===== config.mk =====
export PLATFORM = sky130hd
export DESIGN_NAME = sacl_ctrl
export DESIGN_NICKNAME = d
export VERILOG_FILES = /design/src/rtl/sacl_pkg.sv /design/src/rtl/sacl_ctrl.sv
export SDC_FILE = /design/constraint.sdc
export NUM_CORES = 1
export LEC_CHECK = 0
export BUFFER_PORTS_ARGS = -buffer_cell sky130_fd_sc_hd__buf_2
export CAP_MARGIN = 25
export CORE_AREA = 3 3 40 42
export DETAILED_ROUTE_END_ITERATION = 8
export DIE_AREA = 0 0 43 45
export MAX_ROUTING_LAYER = met4
export SLEW_MARGIN = 20
export SYNTH_ARGS = -nofsm -noshare
export SYNTH_HDL_FRONTEND = slang
export SYNTH_SLANG_ARGS = --single-unit

===== constraint.sdc =====
create_clock -name clk -period 1.3 [get_ports clk]
set_clock_uncertainty 0.05 [all_clocks]
set_input_delay 0.13 -clock clk [delete_from_list [all_inputs] [get_ports clk]]
set_output_delay 0.13 -clock clk [all_outputs]
set_load 0.02 [all_outputs]

===== src/rtl/sacl_pkg.sv =====
// Package for the set-associative LFU cache.
// Holds the sizes, the op and state codes and the control structs.
// No dependencies.
package sacl_pkg;

  localparam int MAX_SET_BITS    = 4;
  localparam int MAX_OFFSET_BITS = 4;
  localparam int MAX_WAYS        = 4;
  localparam int ADDR_BITS       = 12;

  localparam int WAY_BITS   = $clog2(MAX_WAYS);
  localparam int LINE_BITS  = MAX_SET_BITS + WAY_BITS;
  localparam int NUM_LINES  = 1 << LINE_BITS;
  localparam int BYTE_BITS  = LINE_BITS + MAX_OFFSET_BITS;
  localparam int NUM_BYTES  = 1 << BYTE_BITS;
  localparam int MEM_SIZE   = 1 << ADDR_BITS;
  localparam int FREQ_BITS  = 8;
  localparam int META_BITS  = ADDR_BITS + FREQ_BITS;
  localparam int CNT_BITS   = MAX_OFFSET_BITS + 1;
  localparam int CFG_BITS   = 3;
  localparam int IDX_BITS   = 2;

  typedef enum logic [1:0] {
    OP_READ    = 2'd0,
    OP_WRITE   = 2'd1,
    OP_PRELOAD = 2'd2,
    OP_NONE    = 2'd3
  } op_t;

  typedef enum logic [1:0] {
    REG_SET_BITS    = 2'd0,
    REG_OFFSET_BITS = 2'd1,
    REG_WAYS        = 2'd2,
    REG_UNUSED      = 2'd3
  } reg_idx_t;

  typedef enum logic [3:0] {
    ST_IDLE,
    ST_DISPATCH,
    ST_SCAN_RD,
    ST_SCAN_CHK,
    ST_HIT,
    ST_FILL,
    ST_META_FILL,
    ST_FINAL,
    ST_RD_WAIT,
    ST_DONE
  } state_t;

  typedef struct packed {
    logic accept;
    logic scan_chk;
    logic hit_upd;
    logic fill_step;
    logic meta_fill;
    logic final_acc;
    logic capture;
    logic load_out;
  } cmd_t;

  typedef struct packed {
    op_t  op;
    logic tag_match;
    logic last_way;
    logic fill_done;
    logic out_free;
  } status_t;

endpackage


===== src/rtl/sacl_ctrl.sv =====
// Controller state machine of the set-associative LFU cache.
// Depends on sacl_pkg; drives commands into sacl_dp.
module sacl_ctrl
  import sacl_pkg::*;
(
  input  logic    clk,
  input  logic    rst,
  input  logic    s_tvalid,
  output logic    s_tready,
  input  status_t st,
  output cmd_t    cmd
);

  state_t state, state_next;

  always_ff @(posedge clk) begin
    if (rst) begin
      state <= ST_IDLE;
    end else begin
      state <= state_next;
    end
  end

  always_comb begin
    state_next = state;
    cmd        = '0;
    s_tready   = 1'b0;
    unique case (state)
      ST_IDLE: begin
        s_tready = 1'b1;
        if (s_tvalid) begin
          cmd.accept = 1'b1;
          state_next = ST_DISPATCH;
        end
      end
      ST_DISPATCH: begin
        if (st.op == OP_READ || st.op == OP_WRITE) begin
          state_next = ST_SCAN_RD;
        end else begin
          state_next = ST_DONE;
        end
      end
      ST_SCAN_RD: state_next = ST_SCAN_CHK;
      ST_SCAN_CHK: begin
        cmd.scan_chk = 1'b1;
        priority if (st.tag_match) begin
          state_next = ST_HIT;
        end else if (st.last_way) begin
          state_next = ST_FILL;
        end else begin
          state_next = ST_SCAN_RD;
        end
      end
      ST_HIT: begin
        cmd.hit_upd = 1'b1;
        state_next  = (st.op == OP_READ) ? ST_RD_WAIT : ST_DONE;
      end
      ST_FILL: begin
        cmd.fill_step = 1'b1;
        if (st.fill_done) begin
          state_next = ST_META_FILL;
        end
      end
      ST_META_FILL: begin
        cmd.meta_fill = 1'b1;
        state_next    = ST_FINAL;
      end
      ST_FINAL: begin
        cmd.final_acc = 1'b1;
        state_next    = (st.op == OP_READ) ? ST_RD_WAIT : ST_DONE;
      end
      ST_RD_WAIT: begin
        cmd.capture = 1'b1;
        state_next  = ST_DONE;
      end
      ST_DONE: begin
        if (st.out_free) begin
          cmd.load_out = 1'b1;
          state_next   = ST_IDLE;
        end
      end
      default: state_next = ST_IDLE;
    endcase
  end

  a_fill_then_meta: assert property (@(posedge clk) disable iff (rst)
    (state == ST_FILL && st.fill_done) |=> state == ST_META_FILL)
    else $error("fill did not end in the tag update");
  a_match_hits: assert property (@(posedge clk) disable iff (rst)
    (state == ST_SCAN_CHK && st.tag_match) |=> state == ST_HIT)
    else $error("tag match did not lead to the hit update");
  a_load_free: assert property (@(posedge clk) disable iff (rst)
    cmd.load_out |-> st.out_free)
    else $error("result loaded over a pending result");

endmodule


# Yosys cells after proc, flatten, opt, wreduce, memory -nomap -nowiden
# Cells that the tools add are included.
# totals
word_cells	38
in_bits	9
ram_bits	0
latchBits	0
romBits	0
mem_count	0
ff_bits	4
# classes
mux	19
n_eq_ne	13
n_mul	0
div_mod_pow	0
n_lt_le_gt_ge	0
reduce_logical	5
shift	0
add_sub_neg	0
bitwise	0
# ops
cell	count
4-bit case mux with 9 select lines	1
4-bit two-way mux	5
4-bit by 3-bit == test with 1-bit output, second input constant	4
1-bit two-way mux	12
4-bit by 2-bit == test with 1-bit output, second input constant	2
4-bit == test, second input constant	2
2-bit != test, second input constant	3
4-bit by 1-bit == test with 1-bit output, second input constant	1
4-bit zero test	1
3-bit two-way mux	1
3-bit AND reduction	1
2-bit by 1-bit == test with 1-bit output, second input constant	1
2-bit zero test	1
2-bit OR reduction	1
1-bit logical OR	1

# Logic depth before layout (Yosys ltp)
# logic_depth
depth_word	4
depth_mapped	5
mapped_depth_nobuf	4

# Least setup slack after synthesis
# OpenSTA, ideal clock, no wires.
# synth_timing
kind	register to output
from	register state[0]
to	output port cmd[7] in the netlist's numbering
path_stages_with_launch	4
path_slack_ps	-489
t_required_ps	1120
t_arrival_ps	1609
path_cell_list	dfxtp_1 > buf_2 > nor4_1 > and2_1
# synth_rtl
item	line_no	source
from (decl)	sacl_ctrl.sv:14	state_t state, state_next;
from (signal assigned)	sacl_ctrl.sv:20	state <= state_next;
to (decl)	sacl_ctrl.sv:11	output cmd_t cmd

==> results.txt <==
- Of the cells placed in the final design, the portion with a size suffix greater than 1 is 61.36%.
- For the worst setup path, the data required time is 1.12 ns.
- Largest area contributor in the netlist: sky130_fd_sc_hd__dfxtp_1
* Unrepaired setup endpoints after global routing: true
* Number of inserted diodes: 0
* Number of slew-limit violations in the final report: 0
* Register with the most flip-flops: state
* Count of endpoints failing hold in the final timing report: 0
- Clock sinks: 4
- Clock-pin transition on the worst setup and hold timing paths: 0.03 ns
- In the post-synthesis netlist, the biggest area contributors are sky130_fd_sc_hd__dfxtp_1, sky130_fd_sc_hd__nand2b_1, sky130_fd_sc_hd__nor3_1, sky130_fd_sc_hd__a21oi_1, sky130_fd_sc_hd__nor3_2.
- Mean instance size in the synthesized netlist: 7.112 um^2
- The number of antenna violations at the first check in global routing came to 0.
- Max-capacitance violation count: 0
* Mapped Area: 405.4 um^2
* Post-synthesis sequential area ratio: 19.75%
- First-pass GRT wire length: 1918 um
- Critical Path AT: 1.23 ns
- At the pin with the least slew margin, the transition time is 0.2891 ns.
* Largest fanout on the critical path: 2
* Min Tclk post-route: 1.409 ns
* Path type of the worst setup path: flip-flop to output port
- Summing internal, switching and leakage power gives 1.736 mW.
- Failing checks: negative setup slack
* Top-count cell post-synth: sky130_fd_sc_hd__nor3_1
- Power spread over the standard cell area amounts to 2249 nW/um^2.
- For this design the static power due to leakage is 0.3283 nW.
- Max VDD drop: 0.0009160 V
- GR Overflow Total: 0
- Wire length per cell after detailed routing: 13.95 um
- The slowest stage of the critical path is the sky130_fd_sc_hd__dfxtp_4 cell.
- The clock network is responsible for 9.0% of the overall power.
- Detailed-route via count: 561
- Kind of cell adding the most delay to the critical path: simple AND/OR/NAND/NOR gates
- On the worst path, the slowest cell contributes a delay of 0.34 ns.
* Total global-route track usage: 13.71%
- Counting flops with an async set or reset pin after synthesis yields a share of 0%.
- Routed Antenna Nets: 0
- Post-synthesis sequential element count: 4
* Max_slew headroom: 80.60%
- Result of the run: finished, violations left
- Number of global-route vias before repair: 433
* Area enclosed by the die boundary: 1935 um^2
- After floorplanning, the core was sized to cover 1285 um^2.
* Inserted Clock Buffers: 3
- Drt initial violations: 7
* Synthesized net count: 66
* HPWL after detailed placement: 836.6 um
- Most frequent CP cell: sky130_fd_sc_hd__buf_6
- The synthesized design contains 0 enable-type register cells.
- Dividing the final minimum period by the clock period gives 108.4%.
* Net total in the final layout: 99
- Area of combinational cells with multiple inputs: 379.1 um^2
* Quantity of I/O buffers inserted on ports: 17
* Total I/O pin count: 18
- P&R area growth vs syn: 90.43%
- Reg area: 95.09 um^2
- Registers with the most flip-flops: state (4)
* Maximum buffer depth of the clock tree: 2
- Share of Yosys cell area claimed by the top area cell type: 19.75%
* Vias/cell: 5.447
- The worst setup path is captured at an output port.
- PnR worst setup slack: -0.1087 ns
* Count of cell types in the netlist: 26
- For this run, the leading register cell type out of synthesis is sky130_fd_sc_hd__dfxtp_1.
* Worst reg-to-reg path cell count: 5
- First drt pass iteration count: 4
* Summed area of non-filler cells in the final layout: 772.0 um^2
- The cell count after synthesis came out at 57.
- Sequential Power Share: 15.8%
* Maximum number of pins on one net before global-route repair: 15
* Total number of cells along the worst setup path: 4
- Cell internal power was estimated by the tool at 0.9869 mW.
- Together, buffers and inverters on the worst path number 2.
* Cells along the critical path: buf_6, nor4_4, and2_4, buf_6
* Switching power: 0.7495 mW
- Cell area after placement: 564.3 um^2
- In this run, the combinational gates consume 75.2% of the power.
- At the end of routability-driven placement, the weighted congestion stood at 0.8476.
- After detailed routing, the number of remaining DRC violations is 0.
* Latest clock arrival within the worst-skew pair: 0.24 ns
- X dimension of the die: 43 um
* CTS Root Cell: sky130_fd_sc_hd__clkbuf_4
- By count the netlist is led by sky130_fd_sc_hd__nor3_1, sky130_fd_sc_hd__nand2b_1, sky130_fd_sc_hd__a21oi_1, sky130_fd_sc_hd__nor2_1, sky130_fd_sc_hd__dfxtp_1.
- Top achievable clock speed: 0.7099 GHz
- In this run the core area contains 13 standard-cell rows.
- Summed over all layers, the routed wires come to 1437 um.
* Sw Share: 43.16%
- Depth of the worst hold-timing path: 2
- For this run, the number of Yosys warnings is 0.
* Clock tree from TritonCTS: yes
- Critical path startpoint category: flip-flop
* Number of H-tree levels: 1
* Die height: 45 um
* Initial standard-cell utilization of the core: 31.55%
- The tightest min-delay check is of the primary input to flip-flop type.
- The filler cells instantiated in the layout total 129.
- Setup violations remaining at the end of the flow were counted as 8.
- The register with the most flip-flops in the layout has 4 of them.
==> placed cells by master, fill, tap and decap left out <==
cell type / instances
sky130_fd_sc_hd__buf_4: 13
sky130_fd_sc_hd__and3_1: 1
sky130_fd_sc_hd__nand2b_4: 3
sky130_fd_sc_hd__nand4bb_1: 1
sky130_fd_sc_hd__nand2b_1: 3
sky130_fd_sc_hd__a21oi_1: 4
sky130_fd_sc_hd__nand2_1: 2
sky130_fd_sc_hd__and2b_1: 1
sky130_fd_sc_hd__mux2i_2: 1
sky130_fd_sc_hd__or3_1: 1
sky130_fd_sc_hd__nor4_1: 2
sky130_fd_sc_hd__nor3_2: 3
sky130_fd_sc_hd__nor2_4: 1
sky130_fd_sc_hd__a21oi_2: 1
sky130_fd_sc_hd__o22ai_1: 1
sky130_fd_sc_hd__nor2b_4: 1
sky130_fd_sc_hd__buf_6: 9
sky130_fd_sc_hd__o31ai_1: 1
sky130_fd_sc_hd__o21ai_1: 1
sky130_fd_sc_hd__buf_2: 10
sky130_fd_sc_hd__a31oi_1: 1
sky130_fd_sc_hd__inv_1: 2
sky130_fd_sc_hd__o211ai_1: 2
sky130_fd_sc_hd__nor3_1: 4
sky130_fd_sc_hd__dfxtp_4: 4
sky130_fd_sc_hd__and2_4: 1
sky130_fd_sc_hd__nor2b_1: 1
sky130_fd_sc_hd__nor2_1: 4
sky130_fd_sc_hd__nor4_4: 1
sky130_fd_sc_hd__nor3_4: 2
sky130_fd_sc_hd__mux2_2: 1
sky130_fd_sc_hd__nor3b_1: 2
sky130_fd_sc_hd__clkbuf_4: 3
==> worst reg2reg max path: cells and delay by family, from the launching register on <==
family | cells | cell delay [ns]
AO/OA/AOI/OAI | 1 | 0.12
AND/OR/NAND/NOR | 2 | 0.32
flip-flops | 1 | 0.37
multiplexers | 1 | 0.31
buffers and inverters | 1 | 0.14
==> final timing paths <==
check | slack, ns | from | endpoint
worst min register to register | 0.60 | state[3]$_SDFFE_PP0P_ | state[2]$_SDFFE_PP0P_
worst min-delay path | 0.07 | rst | state[0]$_SDFFE_PP0P_
worst max-delay path | -0.11 | state[0]$_SDFFE_PP0P_ | cmd[7]
worst max register to register | -0.09 | state[2]$_SDFFE_PP0P_ | state[3]$_SDFFE_PP0P_
==> cell type report <==
class	instances	area share (%)
clock buffer	3	2.917
multi-input combinational	47	49.11
inverter	2	0.9724
tap	15	2.431
sequential	4	12.32
timing repair buffer	32	32.25
==> through the flow <==
stage | TNS, ns | utilization, % | worst slack [ns] | instances | hold slack [ns]
after CTS | -0.4238 | 52.97 | -0.1103 | 100 | 0.06065
after global placement | -0.01801 | 43.91 | -0.01801 | 93 | 0.3103
after floorplan | -0.01789 | - | -0.01789 | 57 | 0.1491
after global routing | -1.280 | 60.08 | -0.1740 | 103 | 0.05654
final | -0.4310 | 60.08 | -0.1087 | 103 | 0.06778
after detailed placement | 0 | 43.91 | 0.001831 | 93 | 0.3147
==> cell families after synthesis <==
logic type,count (synthesis),share of synthesized area [%]
multiplexers,2,5.247
AO/OA/AOI/OAI,11,16.05
flip-flops,4,19.75
AND/OR/NAND/NOR,34,50.00
buffers and inverters,6,8.952
==> power by group through the flow <==
stage / clock [mW] / sequential (mW) / combinational (mW)
finish: 0.156 / 0.275 / 1.31
global placement: 0 / 0.288 / 0.839
floorplan: 0 / 0.216 / 0.664
CTS: 0.162 / 0.279 / 1.07
global route: 0.180 / 0.282 / 1.40
detailed placement: 0 / 0.287 / 0.844
==> per-layer routing <==
metal / GRT usage (%) / share of wire, % / vias to the layer above
met1: 16.83 / 42 / 267
met2: 21.56 / 53 / 15
met3: 3.586 / 3.9 / 2
li1: - / - / 277
met5: - / 0 / -
met4: 5.422 / 1.3 / 0
==> repair_timing <==
| action | 4_1_cts | 5_1_grt |
|---|---|---|
| hold buffers | 0 | 0 |
| gates resized for setup | 21 | 17 |
| pin swaps | 7 | 4 |
| setup buffers | 5 | 3 |
| setup endpoints to repair | 11 | 13 |
Power figures use the tool's default switching activity.
